$ cat src/rtl/core/jtag_msq_pkg.sv
// shared types and constants of the jtag master shift sequencer
package jtag_msq_pkg;

    // op codes on the input port
    localparam logic [2:0] OP_TAP_RESET = 3'd0;
    localparam logic [2:0] OP_SHIFT_IR  = 3'd1;
    localparam logic [2:0] OP_SHIFT_DR  = 3'd2;
    localparam logic [2:0] OP_RUN_IDLE  = 3'd3;

    // status codes on the result port
    localparam logic [1:0] STAT_OK        = 2'd0;
    localparam logic [1:0] STAT_BUSY      = 2'd1;
    localparam logic [1:0] STAT_BAD_LEN   = 2'd2;
    localparam logic [1:0] STAT_IDLE_TICK = 2'd3;

    // shift length limits and tms-high cycles of a tap reset
    localparam logic [6:0] IR_LEN_MAX       = 7'd32;
    localparam logic [6:0] DR_LEN_MAX       = 7'd64;
    localparam logic [6:0] RESET_TMS_CYCLES = 7'd5;

    localparam int DATA_W = 64;
    localparam int CNT_W  = 7;
    localparam int IDLE_W = 32;

    typedef enum logic [2:0] {
        CLS_TAP_RESET,
        CLS_SHIFT_IR,
        CLS_SHIFT_DR,
        CLS_RUN_IDLE,
        CLS_BAD_LEN,
        CLS_TICK
    } item_cls_t;

    typedef enum logic [2:0] {
        PH_IDLE,
        PH_RESET,
        PH_NAV,
        PH_SHIFT,
        PH_HOME
    } phase_t;

    typedef enum logic [3:0] {
        TAP_TLR,
        TAP_RTI,
        TAP_SEL_DR,
        TAP_CAP_DR,
        TAP_SH_DR,
        TAP_EX1_DR,
        TAP_PAU_DR,
        TAP_EX2_DR,
        TAP_UPD_DR,
        TAP_SEL_IR,
        TAP_CAP_IR,
        TAP_SH_IR,
        TAP_EX1_IR,
        TAP_PAU_IR,
        TAP_EX2_IR,
        TAP_UPD_IR
    } tap_state_t;

    // classified item between the front and the back
    typedef struct packed {
        item_cls_t          cls;
        logic [DATA_W-1:0]  data;
        logic [CNT_W-1:0]   count;
        logic [IDLE_W-1:0]  idle;
        logic               idle_zero;
        logic               tdo;
    } item_t;

    // one result transfer
    typedef struct packed {
        logic               tck;
        logic               tms;
        logic               tdi;
        logic               done;
        logic [DATA_W-1:0]  rd;
        tap_state_t         tap;
        logic [1:0]         status;
        logic               busy;
    } res_t;

endpackage

$ cat src/rtl/core/jtag_master_shift_sequencer_unit.sv
// top level of the jtag master shift sequencer
// items are registered in the command queue, results in the result queue
// throughput: one item per cycle while the result queue has room, one result per item
// the command queue and the result queue let each side stall on its own
// reset: both queues empty, tap tracked as test-logic-reset, no command in progress
// reset is asynchronous and active low; no clearing pass is needed
module jtag_master_shift_sequencer_unit #(
    parameter int CMD_QUEUE_DEPTH = 4,
    parameter int RES_QUEUE_DEPTH = 2
) (
    input  logic        clk,
    input  logic        rst_n,
    // item side
    input  logic        push,
    output logic        full,
    input  logic [2:0]  op,
    input  logic [63:0] shift_data,
    input  logic [6:0]  bit_count,
    input  logic [31:0] idle_cycles,
    input  logic        tdo_in,
    // result side
    output logic        empty,
    input  logic        pop,
    output logic        tck_cycle,
    output logic        tms_out,
    output logic        tdi_out,
    output logic        done_res,
    output logic [63:0] read_data,
    output logic [3:0]  tap_now,
    output logic [1:0]  status,
    output logic        busy_res
);
    import jtag_msq_pkg::*;

    item_t front_item;     // classified item from the front
    item_t head_item;      // oldest queued item seen by the back
    res_t  back_res;       // result built by the back
    res_t  out_res;        // oldest result waiting for a transfer
    logic  cq_empty;
    logic  cq_pop;
    logic  rq_full;
    logic  rq_push;

    // front: op decode and length check, no state
    jtag_msq_front u_front (
        .op          (op),
        .shift_data  (shift_data),
        .bit_count   (bit_count),
        .idle_cycles (idle_cycles),
        .tdo_in      (tdo_in),
        .item        (front_item)
    );

    // command queue between front and back; full gates new transfers
    jtag_msq_fifo #(
        .WIDTH ($bits(item_t)),
        .DEPTH (CMD_QUEUE_DEPTH)
    ) u_cmd_queue (
        .clk     (clk),
        .rst_n   (rst_n),
        .push    (push),
        .wr_data (front_item),
        .full    (full),
        .pop     (cq_pop),
        .rd_data (head_item),
        .empty   (cq_empty)
    );

    // back: executes one queued item per cycle while the result queue has room
    jtag_msq_back u_back (
        .clk       (clk),
        .rst_n     (rst_n),
        .in_valid  (!cq_empty),
        .in_take   (cq_pop),
        .item      (head_item),
        .res_ready (!rq_full),
        .res_push  (rq_push),
        .res       (back_res)
    );

    // result queue doubles as output register and skid space
    jtag_msq_fifo #(
        .WIDTH ($bits(res_t)),
        .DEPTH (RES_QUEUE_DEPTH)
    ) u_res_queue (
        .clk     (clk),
        .rst_n   (rst_n),
        .push    (rq_push),
        .wr_data (back_res),
        .full    (rq_full),
        .pop     (pop),
        .rd_data (out_res),
        .empty   (empty)
    );

    // unpack the head result onto the ports
    assign tck_cycle = out_res.tck;
    assign tms_out   = out_res.tms;
    assign tdi_out   = out_res.tdi;
    assign done_res  = out_res.done;
    assign read_data = out_res.rd;
    assign tap_now   = 4'(out_res.tap);
    assign status    = out_res.status;
    assign busy_res  = out_res.busy;

endmodule

$ cat src/rtl/core/jtag_msq_fifo.sv
// small first-in first-out queue used between the stages
module jtag_msq_fifo #(
    parameter int WIDTH = 8,
    parameter int DEPTH = 4
) (
    input  logic             clk,
    input  logic             rst_n,
    input  logic             push,
    input  logic [WIDTH-1:0] wr_data,
    output logic             full,
    input  logic             pop,
    output logic [WIDTH-1:0] rd_data,
    output logic             empty
);
    localparam int PW = (DEPTH > 1) ? $clog2(DEPTH) : 1;
    localparam int CW = $clog2(DEPTH + 1);

    logic [WIDTH-1:0] mem_reg [DEPTH];
    logic [PW-1:0]    wr_ptr_reg, wr_ptr_next;
    logic [PW-1:0]    rd_ptr_reg, rd_ptr_next;
    logic [CW-1:0]    count_reg, count_next;
    logic             do_push, do_pop;

    assign full    = (count_reg == CW'(DEPTH));
    assign empty   = (count_reg == '0);
    assign do_push = push && !full;
    assign do_pop  = pop && !empty;
    assign rd_data = mem_reg[rd_ptr_reg];

    always_comb
    begin
        wr_ptr_next = wr_ptr_reg;
        rd_ptr_next = rd_ptr_reg;
        count_next  = count_reg;
        if (do_push)
        begin
            wr_ptr_next = (wr_ptr_reg == PW'(DEPTH - 1)) ? '0 : wr_ptr_reg + 1'b1;
        end
        if (do_pop)
        begin
            rd_ptr_next = (rd_ptr_reg == PW'(DEPTH - 1)) ? '0 : rd_ptr_reg + 1'b1;
        end
        case ({do_push, do_pop})
            2'b10:   count_next = count_reg + 1'b1;
            2'b01:   count_next = count_reg - 1'b1;
            default: count_next = count_reg;
        endcase
    end

    always_ff @(posedge clk or negedge rst_n)
    begin
        if (!rst_n)
        begin
            wr_ptr_reg <= '0;
            rd_ptr_reg <= '0;
            count_reg  <= '0;
        end
        else
        begin
            wr_ptr_reg <= wr_ptr_next;
            rd_ptr_reg <= rd_ptr_next;
            count_reg  <= count_next;
        end
    end

    always_ff @(posedge clk)
    begin
        if (do_push)
        begin
            mem_reg[wr_ptr_reg] <= wr_data;
        end
    end

endmodule

$ cat src/rtl/core/jtag_msq_front.sv
// front stage: decodes op and checks shift length
module jtag_msq_front (
    input  logic [2:0]                     op,
    input  logic [jtag_msq_pkg::DATA_W-1:0] shift_data,
    input  logic [jtag_msq_pkg::CNT_W-1:0]  bit_count,
    input  logic [jtag_msq_pkg::IDLE_W-1:0] idle_cycles,
    input  logic                           tdo_in,
    output jtag_msq_pkg::item_t            item
);
    import jtag_msq_pkg::*;

    logic ir_len_bad, dr_len_bad;

    assign ir_len_bad = (bit_count == '0) || (bit_count > IR_LEN_MAX);
    assign dr_len_bad = (bit_count == '0) || (bit_count > DR_LEN_MAX);

    always_comb
    begin
        item.data      = shift_data;
        item.count     = bit_count;
        item.idle      = idle_cycles;
        item.idle_zero = (idle_cycles == '0);
        item.tdo       = tdo_in;
        unique case (op)
            OP_TAP_RESET: item.cls = CLS_TAP_RESET;
            OP_SHIFT_IR:  item.cls = ir_len_bad ? CLS_BAD_LEN : CLS_SHIFT_IR;
            OP_SHIFT_DR:  item.cls = dr_len_bad ? CLS_BAD_LEN : CLS_SHIFT_DR;
            OP_RUN_IDLE:  item.cls = CLS_RUN_IDLE;
            default:      item.cls = CLS_TICK;
        endcase
    end

endmodule

$ cat src/rtl/core/jtag_msq_back.sv
// back stage: tap tracking, path walking, shifting and capture
module jtag_msq_back (
    input  logic                clk,
    input  logic                rst_n,
    input  logic                in_valid,
    output logic                in_take,
    input  jtag_msq_pkg::item_t item,
    input  logic                res_ready,
    output logic                res_push,
    output jtag_msq_pkg::res_t  res
);
    import jtag_msq_pkg::*;

    function automatic tap_state_t tap_step(input tap_state_t s, input logic tms);
        tap_state_t n;
        unique case (s)
            TAP_TLR:    n = tms ? TAP_TLR    : TAP_RTI;
            TAP_RTI:    n = tms ? TAP_SEL_DR : TAP_RTI;
            TAP_SEL_DR: n = tms ? TAP_SEL_IR : TAP_CAP_DR;
            TAP_CAP_DR: n = tms ? TAP_EX1_DR : TAP_SH_DR;
            TAP_SH_DR:  n = tms ? TAP_EX1_DR : TAP_SH_DR;
            TAP_EX1_DR: n = tms ? TAP_UPD_DR : TAP_PAU_DR;
            TAP_PAU_DR: n = tms ? TAP_EX2_DR : TAP_PAU_DR;
            TAP_EX2_DR: n = tms ? TAP_UPD_DR : TAP_SH_DR;
            TAP_UPD_DR: n = tms ? TAP_SEL_DR : TAP_RTI;
            TAP_SEL_IR: n = tms ? TAP_TLR    : TAP_CAP_IR;
            TAP_CAP_IR: n = tms ? TAP_EX1_IR : TAP_SH_IR;
            TAP_SH_IR:  n = tms ? TAP_EX1_IR : TAP_SH_IR;
            TAP_EX1_IR: n = tms ? TAP_UPD_IR : TAP_PAU_IR;
            TAP_PAU_IR: n = tms ? TAP_EX2_IR : TAP_PAU_IR;
            TAP_EX2_IR: n = tms ? TAP_UPD_IR : TAP_SH_IR;
            TAP_UPD_IR: n = tms ? TAP_SEL_DR : TAP_RTI;
            default:    n = TAP_TLR;
        endcase
        return n;
    endfunction

    // tms that moves one step toward shift-ir or shift-dr
    function automatic logic tms_to_shift(input tap_state_t s, input logic ir);
        logic t;
        unique case (s)
            TAP_TLR:                t = 1'b0;
            TAP_SEL_DR, TAP_CAP_DR: t = ir;
            TAP_SEL_IR, TAP_CAP_IR: t = !ir;
            default:                t = 1'b1;
        endcase
        return t;
    endfunction

    function automatic logic tms_to_idle(input tap_state_t s);
        return !((s == TAP_TLR) || (s == TAP_RTI) || (s == TAP_UPD_DR) || (s == TAP_UPD_IR));
    endfunction

    phase_t             phase_reg, phase_next;
    tap_state_t         tap_reg, tap_next;
    logic               kind_ir_reg, kind_ir_next;
    logic [CNT_W-1:0]   step_reg, step_next;
    logic [CNT_W-1:0]   total_reg, total_next;
    logic [DATA_W-1:0]  out_shift_reg, out_shift_next;
    logic [DATA_W-1:0]  capture_reg, capture_next;
    logic [IDLE_W-1:0]  idle_left_reg, idle_left_next;

    logic               fire, is_cmd, cmd_start, tick_run;
    logic               tms_v, done_v, last_v;
    logic [CNT_W-1:0]   step_inc;
    tap_state_t         tap_after, target;
    logic [IDLE_W-1:0]  idle_after;

    assign fire      = in_valid && res_ready;
    assign in_take   = fire;
    assign res_push  = fire;
    assign is_cmd    = (item.cls != CLS_TICK);
    assign cmd_start = is_cmd && (phase_reg == PH_IDLE) && (item.cls != CLS_BAD_LEN);
    assign tick_run  = !is_cmd && (phase_reg != PH_IDLE);
    assign step_inc  = step_reg + 1'b1;
    assign last_v    = (step_inc >= total_reg);
    assign target    = kind_ir_reg ? TAP_SH_IR : TAP_SH_DR;

    // one tck cycle: tms choice, tap move, idle countdown and end of command
    always_comb
    begin
        tms_v      = 1'b0;
        done_v     = 1'b0;
        tap_after  = tap_reg;
        idle_after = idle_left_reg;
        if (tick_run)
        begin
            unique case (phase_reg)
                PH_RESET:
                begin
                    tms_v     = 1'b1;
                    tap_after = tap_step(tap_reg, 1'b1);
                    done_v    = (step_inc >= RESET_TMS_CYCLES);
                end
                PH_NAV:
                begin
                    tms_v     = tms_to_shift(tap_reg, kind_ir_reg);
                    tap_after = tap_step(tap_reg, tms_v);
                end
                PH_SHIFT:
                begin
                    tms_v     = last_v;
                    tap_after = tap_step(tap_reg, last_v);
                end
                PH_HOME:
                begin
                    if (tap_reg == TAP_RTI)
                    begin
                        if (idle_left_reg != '0)
                        begin
                            idle_after = idle_left_reg - 1'b1;
                        end
                    end
                    else
                    begin
                        tms_v     = tms_to_idle(tap_reg);
                        tap_after = tap_step(tap_reg, tms_v);
                    end
                    done_v = (tap_after == TAP_RTI) && (idle_after == '0);
                end
                default:
                begin
                    tms_v = 1'b0;
                end
            endcase
        end
    end

    // result fields
    always_comb
    begin
        res.tck    = 1'b0;
        res.tms    = 1'b0;
        res.tdi    = 1'b0;
        res.done   = 1'b0;
        res.rd     = '0;
        res.tap    = tap_after;
        res.status = STAT_OK;
        res.busy   = 1'b0;
        if (is_cmd)
        begin
            if (phase_reg != PH_IDLE)
            begin
                res.status = STAT_BUSY;
                res.busy   = 1'b1;
            end
            else if (item.cls == CLS_BAD_LEN)
            begin
                res.status = STAT_BAD_LEN;
            end
            else if ((item.cls == CLS_RUN_IDLE) && (tap_reg == TAP_RTI) && item.idle_zero)
            begin
                res.done = 1'b1;
            end
            else
            begin
                res.busy = 1'b1;
            end
        end
        else if (phase_reg == PH_IDLE)
        begin
            res.status = STAT_IDLE_TICK;
        end
        else
        begin
            res.tck  = 1'b1;
            res.tms  = tms_v;
            res.tdi  = (phase_reg == PH_SHIFT) ? out_shift_reg[0] : 1'b0;
            res.done = done_v;
            res.rd   = done_v ? capture_reg : '0;
            res.busy = !done_v;
        end
    end

    // phase next state
    always_comb
    begin
        phase_next = phase_reg;
        if (fire && cmd_start)
        begin
            unique case (item.cls)
                CLS_TAP_RESET: phase_next = PH_RESET;
                CLS_RUN_IDLE:
                begin
                    phase_next = ((tap_reg == TAP_RTI) && item.idle_zero) ? PH_IDLE : PH_HOME;
                end
                default:       phase_next = PH_NAV;
            endcase
        end
        else if (fire && tick_run)
        begin
            unique case (phase_reg)
                PH_RESET: phase_next = done_v ? PH_IDLE : PH_RESET;
                PH_NAV:   phase_next = (tap_after == target) ? PH_SHIFT : PH_NAV;
                PH_SHIFT: phase_next = last_v ? PH_HOME : PH_SHIFT;
                PH_HOME:  phase_next = done_v ? PH_IDLE : PH_HOME;
                default:  phase_next = phase_reg;
            endcase
        end
    end

    // datapath next values
    always_comb
    begin
        tap_next       = tap_reg;
        kind_ir_next   = kind_ir_reg;
        step_next      = step_reg;
        total_next     = total_reg;
        out_shift_next = out_shift_reg;
        capture_next   = capture_reg;
        idle_left_next = idle_left_reg;
        if (fire && cmd_start)
        begin
            kind_ir_next   = (item.cls == CLS_SHIFT_IR);
            step_next      = '0;
            capture_next   = '0;
            out_shift_next = item.data;
            total_next     = ((item.cls == CLS_SHIFT_IR) || (item.cls == CLS_SHIFT_DR)) ?
                             item.count : '0;
            idle_left_next = (item.cls == CLS_RUN_IDLE) ? item.idle : '0;
        end
        else if (fire && tick_run)
        begin
            tap_next = tap_after;
            case (phase_reg)
                PH_RESET:
                begin
                    step_next = step_inc;
                end
                PH_NAV:
                begin
                    if (tap_after == target)
                    begin
                        step_next = '0;
                    end
                end
                PH_SHIFT:
                begin
                    if (item.tdo)
                    begin
                        capture_next[step_reg[5:0]] = 1'b1;
                    end
                    out_shift_next = out_shift_reg >> 1;
                    step_next      = step_inc;
                    if (last_v)
                    begin
                        idle_left_next = '0;
                    end
                end
                PH_HOME:
                begin
                    idle_left_next = idle_after;
                end
                default:
                begin
                    step_next = step_reg;
                end
            endcase
        end
    end

    always_ff @(posedge clk or negedge rst_n)
    begin
        if (!rst_n)
        begin
            phase_reg     <= PH_IDLE;
            tap_reg       <= TAP_TLR;
            kind_ir_reg   <= 1'b0;
            step_reg      <= '0;
            total_reg     <= '0;
            out_shift_reg <= '0;
            capture_reg   <= '0;
            idle_left_reg <= '0;
        end
        else
        begin
            phase_reg     <= phase_next;
            tap_reg       <= tap_next;
            kind_ir_reg   <= kind_ir_next;
            step_reg      <= step_next;
            total_reg     <= total_next;
            out_shift_reg <= out_shift_next;
            capture_reg   <= capture_next;
            idle_left_reg <= idle_left_next;
        end
    end

    a_busy_matches_phase: assert property (@(posedge clk) disable iff (!rst_n)
        fire |=> ($past(res.busy) == (phase_reg != PH_IDLE)))
        else $error("busy flag of last result disagrees with phase");

    a_not_busy_idle: assert property (@(posedge clk) disable iff (!rst_n)
        (fire && !res.busy) |=> (phase_reg == PH_IDLE))
        else $error("command ended but phase not idle");

    a_shift_in_shift_state: assert property (@(posedge clk) disable iff (!rst_n)
        (phase_reg == PH_SHIFT) |-> ((tap_reg == TAP_SH_DR) || (tap_reg == TAP_SH_IR)))
        else $error("shifting outside a shift state");

    a_shift_count_bound: assert property (@(posedge clk) disable iff (!rst_n)
        (phase_reg == PH_SHIFT) |-> (step_reg < total_reg))
        else $error("shift counter ran past length");

    a_read_data_on_done: assert property (@(posedge clk) disable iff (!rst_n)
        (fire && (res.rd != '0)) |-> res.done)
        else $error("read data without done");

endmodule

$ cat config.mk
export PLATFORM = sky130hd
export DESIGN_NAME = jtag_master_shift_sequencer_unit
export DESIGN_NICKNAME = d
export VERILOG_FILES = /design/src/rtl/core/jtag_msq_pkg.sv /design/src/rtl/core/jtag_master_shift_sequencer_unit.sv /design/src/rtl/core/jtag_msq_fifo.sv /design/src/rtl/core/jtag_msq_front.sv /design/src/rtl/core/jtag_msq_back.sv
export SDC_FILE = /design/constraint.sdc
export NUM_CORES = 1
export LEC_CHECK = 0
export ABC_CLOCK_PERIOD_IN_PS = 4800
export BUFFER_PORTS_ARGS = -buffer_cell sky130_fd_sc_hd__buf_2
export CAP_MARGIN = 20
export CORE_MARGIN = 8
export CORE_UTILIZATION = 50
export CTS_CLUSTER_DIAMETER = 30
export DETAILED_ROUTE_END_ITERATION = 10
export PLACE_DENSITY = 0.7
export SLEW_MARGIN = 20
export SYNTH_ARGS = -nofsm -noshare
export SYNTH_HDL_FRONTEND = slang
export SYNTH_SLANG_ARGS = --single-unit
$ cat constraint.sdc
create_clock -name clk -period 4.8 [get_ports clk]
set_input_delay 0.24 -clock clk [delete_from_list [all_inputs] [get_ports clk]]
set_output_delay 0.24 -clock clk [all_outputs]
set_load 0.03 [all_outputs]
==> summary by stage <==
Clock network
The clock reaches the later pin of the worst-skew pair after 0.73 ns. The number of buffers between clock root and the deepest sink is 3. The H-tree was split into 4 levels. Once the clock tree was built, the setup fixing pass inserted 0 buffers. The buffer cell driving the clock tree root is sky130_fd_sc_hd__clkbuf_16. Counting the buffers created by CTS gives 139. The TritonCTS clock tree is done. Clock tree synthesis found a total of 775 sinks.

Clock-pin slew was measured on the worst setup and hold paths at 0.04 ns.

Place
Including well taps, the total number of placed cells is 3047. In this run the cell area measured after placement is 34000 µm². Buffers placed on the I/O ports in this run total 187. The congestion estimate from routability-driven global placement came to 0.891. At the placement stage, the worst setup path has a slack of 0.135 ns. The HPWL after detailed placement is 42200 µm.

Route
The post-route antenna net violation count is 0. The detail-routed via count per cell is 5.55. After detailed routing, the total wire length is 71400 µm. The initial DRC count is 1340. The routed layout has 19000 vias.

Dividing the detail-routed wire length by the instance count gives 20.8 µm. The pre-antenna-repair detailed-routing pass consisted of 5 iterations. For this run, design rule violations remaining after detail routing come to 0.

Cells and area
The area growth from synthesis to final layout is 24.9%. The top cell types in the final layout, fill and taps aside, are 582 x sky130_fd_sc_hd__edfxtp_1, 190 x sky130_fd_sc_hd__dfrtp_1, 186 x sky130_fd_sc_hd__buf_2, 162 x sky130_fd_sc_hd__o21ai_0, 142 x sky130_fd_sc_hd__nor2_1. The register with the most flip-flops in the layout has 432 of them.

The final design area excluding fillers is 39900 µm². The commonest non-fill, non-tap cell in the layout is sky130_fd_sc_hd__edfxtp_1. The post-layout net count is 2585. The proportion of layout cells with a drive suffix above 1 is 0.279. The core utilization of the finished layout is 0.633.

The finished layout holds 3423 standard cells, fillers aside.

Floorplanning
From bottom edge to top edge, the die measures 269 µm. For this design the top-level I/O count stands at 188. In this run the standard cell core region covers 63100 µm². In this run the horizontal extent of the chip is 269 µm.

The initial cell density of the core is 0.507. After floorplanning, the core was divided into 92 placement rows. The die covers 72200 µm².

Timing
The share of the clock period used by the worst path is 0.966. Subtracting the final worst setup slack from the clock period gives 4.64 ns. Headroom to the max-slew limit came out at 0.206. Setup repair after global routing left no endpoint under its margin.

The worst setup margin is 0.161 ns. Between clock sinks in the finished design, the worst skew comes to 0.0615 ns. The final number of max-transition violations came to 0.

The maximum operating frequency is 216 MHz. The count of final hold-check violations came to 0. The count of final setup violators is 0. Hold timing on the final database bottoms out at a slack of 0.0499 ns. At the pin with the least slew margin, the transition time is 1.19 ns.

Summed over all failing endpoints, the final setup total negative slack is 0 ns.

Synth
In the post-synthesis netlist, the biggest area contributors are sky130_fd_sc_hd__edfxtp_1 55%, sky130_fd_sc_hd__dfrtp_1 15%, sky130_fd_sc_hd__mux4_2 7.6%, sky130_fd_sc_hd__mux2_2 2.7%, sky130_fd_sc_hd__o21ai_0 2.5%. After technology mapping, the gate count stands at 2072. Yosys printed 0 warnings. The async set-or-reset flop fraction in the synthesized netlist is 0.249. The cell area that synthesis handed to floorplanning was 32000 µm².

The count of distinct cell types in the synthesized netlist is 67. The synthesized design contains 582 enable-type register cells. When the netlist entered floorplanning its net count stood at 2204.

The library cell occupying the most area in the post-synthesis netlist is sky130_fd_sc_hd__edfxtp_1. The sequential element share of the synthesized area is 0.698. The mean instance size in the synthesized netlist is 15.4 µm². Among all flip-flop cells after synthesis, the most frequent one is sky130_fd_sc_hd__edfxtp_1.

The portion of synthesized cell area occupied by the leading cell type is 0.547. Counting flops and latches in the post-synthesis netlist gives 775.

GRT
The largest net degree at the start of global routing is 207. The initial antenna violation count is 11. The total global-route track usage is 0.200. The overflow left after global routing is 0. The number of global-route vias before repair was 20100.

The first-pass GRT wire length is 113000 µm.

Min path
The class of the most critical hold timing path is primary input to register.

Worst setup path
Data arrives at the worst endpoint at 5.13 ns. Along the worst path, the maximum fanout reaches 14. Data on the critical path is required at its endpoint by 5.29 ns. The kind of launch point of the worst setup path is a register.

The worst setup path is of the register to register kind. The type of destination of the critical path is a register.

Pwr
For this design the ratio of total power to cell area is 703 nW/µm². Total power for the finished layout comes to 28.1 mW. The highest ir drop seen on vdd is 0.410 mV. The cell leakage power is 15.4 nW.

Status
The run finished with clean final reports.

Job
The tool flagged a number of max-cap violations equal to 0.
## worst paths after layout
path,cells past startpoint,startpoint,slack (ns),endpoint
worst max-delay path,13,u_cmd_queue.rd_ptr_reg[0]$_DFFE_PN0P_,0.16,u_res_queue.mem_reg[0][66]$_DFFE_PP_
worst min-delay path,3,op[0],0.05,u_cmd_queue.mem_reg[1][106]$_DFFE_PP_
worst max register to register,13,u_cmd_queue.rd_ptr_reg[0]$_DFFE_PN0P_,0.16,u_res_queue.mem_reg[0][66]$_DFFE_PP_
worst min register to register,2,u_back.capture_reg[15]$_DFFE_PN0P_,0.48,u_back.capture_reg[15]$_DFFE_PN0P_
max in group asynchronous,3,rst_n,3.48,u_res_queue.rd_ptr_reg$_DFFE_PN0P_
min in group asynchronous,2,rst_n,0.23,u_back.capture_reg[45]$_DFFE_PN0P_
## cell usage after synthesis (5+ instances only)
cell and instances:
sky130_fd_sc_hd__nor2b_4 10, sky130_fd_sc_hd__xor2_1 14, sky130_fd_sc_hd__a21oi_1 116, sky130_fd_sc_hd__nor2b_1 36, sky130_fd_sc_hd__a31oi_1 5, sky130_fd_sc_hd__clkbuf_1 77
sky130_fd_sc_hd__nand2b_1 15, sky130_fd_sc_hd__or4_1 5, sky130_fd_sc_hd__nor2_1 144, sky130_fd_sc_hd__nor3_1 26, sky130_fd_sc_hd__a21o_1 5, sky130_fd_sc_hd__o21ai_0 162
sky130_fd_sc_hd__and3_1 18, sky130_fd_sc_hd__buf_1 23, sky130_fd_sc_hd__dfrtp_1 193, sky130_fd_sc_hd__ha_1 20, sky130_fd_sc_hd__edfxtp_1 582, sky130_fd_sc_hd__nand3_1 19
sky130_fd_sc_hd__and2_1 16, sky130_fd_sc_hd__mux2_2 77, sky130_fd_sc_hd__or3b_2 6, sky130_fd_sc_hd__nor4_1 20, sky130_fd_sc_hd__mux4_2 108, sky130_fd_sc_hd__nand2_1 137
sky130_fd_sc_hd__or3_1 10, sky130_fd_sc_hd__o22ai_1 5, sky130_fd_sc_hd__mux2i_1 67, sky130_fd_sc_hd__xnor2_1 20, sky130_fd_sc_hd__nor2b_2 30, sky130_fd_sc_hd__nand4_1 10
sky130_fd_sc_hd__inv_1 33
## where the power goes
part	total (mW)	switching [mW]	internal (mW)
combinational	8.49	5.27	3.22
sequential	9.92	0.733	9.18
clock	9.66	3.45	6.21
## layout make-up
| class | count | area (µm²) |
|---|---|---|
| antenna | 7 | 17.5 |
| clock buffer | 157 | 3620 |
| clock inverter | 101 | 1110 |
| fill | 4578 | 23200 |
| inverter | 34 | 128 |
| multi-input combinational | 1154 | 9110 |
| sequential | 775 | 22300 |
| tap | 846 | 1060 |
| timing repair buffer | 349 | 2560 |
## metal layers
layer,GRT usage,share of wire
met1,0.253,0.41
met2,0.338,0.50
met3,0.0492,0.059
met4,0.0689,0.023
met5,0,0.00059
## critical path, cell delays in order, from the launching register on
cell                       delay (ns)
sky130_fd_sc_hd__dfrtp_4         0.46
sky130_fd_sc_hd__mux4_2          0.56
sky130_fd_sc_hd__nand2b_1        0.18
sky130_fd_sc_hd__or2_2           0.32
sky130_fd_sc_hd__inv_1           0.13
sky130_fd_sc_hd__ha_1            0.35
sky130_fd_sc_hd__nand2b_1        0.09
sky130_fd_sc_hd__nor4_1          0.18
sky130_fd_sc_hd__nand4_1         0.13
sky130_fd_sc_hd__or4_1           0.51
sky130_fd_sc_hd__or4_1           0.60
sky130_fd_sc_hd__o31a_4          0.49
sky130_fd_sc_hd__buf_4           0.24
sky130_fd_sc_hd__nor2b_1         0.19
## cell families after synthesis
| logic type | count (synthesis) | synth area share |
|---|---|---|
| buf+inv | 143 | 0.0184 |
| xor+xnor | 34 | 0.00932 |
| mux | 252 | 0.124 |
| simple gates | 516 | 0.0842 |
| flops | 775 | 0.698 |
| fa+ha+maj | 21 | 0.00846 |
| compound gates | 331 | 0.0573 |
## timing repair
item	in CTS	in global routing
setup endpoints to repair	0	15
gates resized for setup	0	2
hold endpoints to repair	535	0
hold buffers	110	0
(Power assumes the default switching activity.)
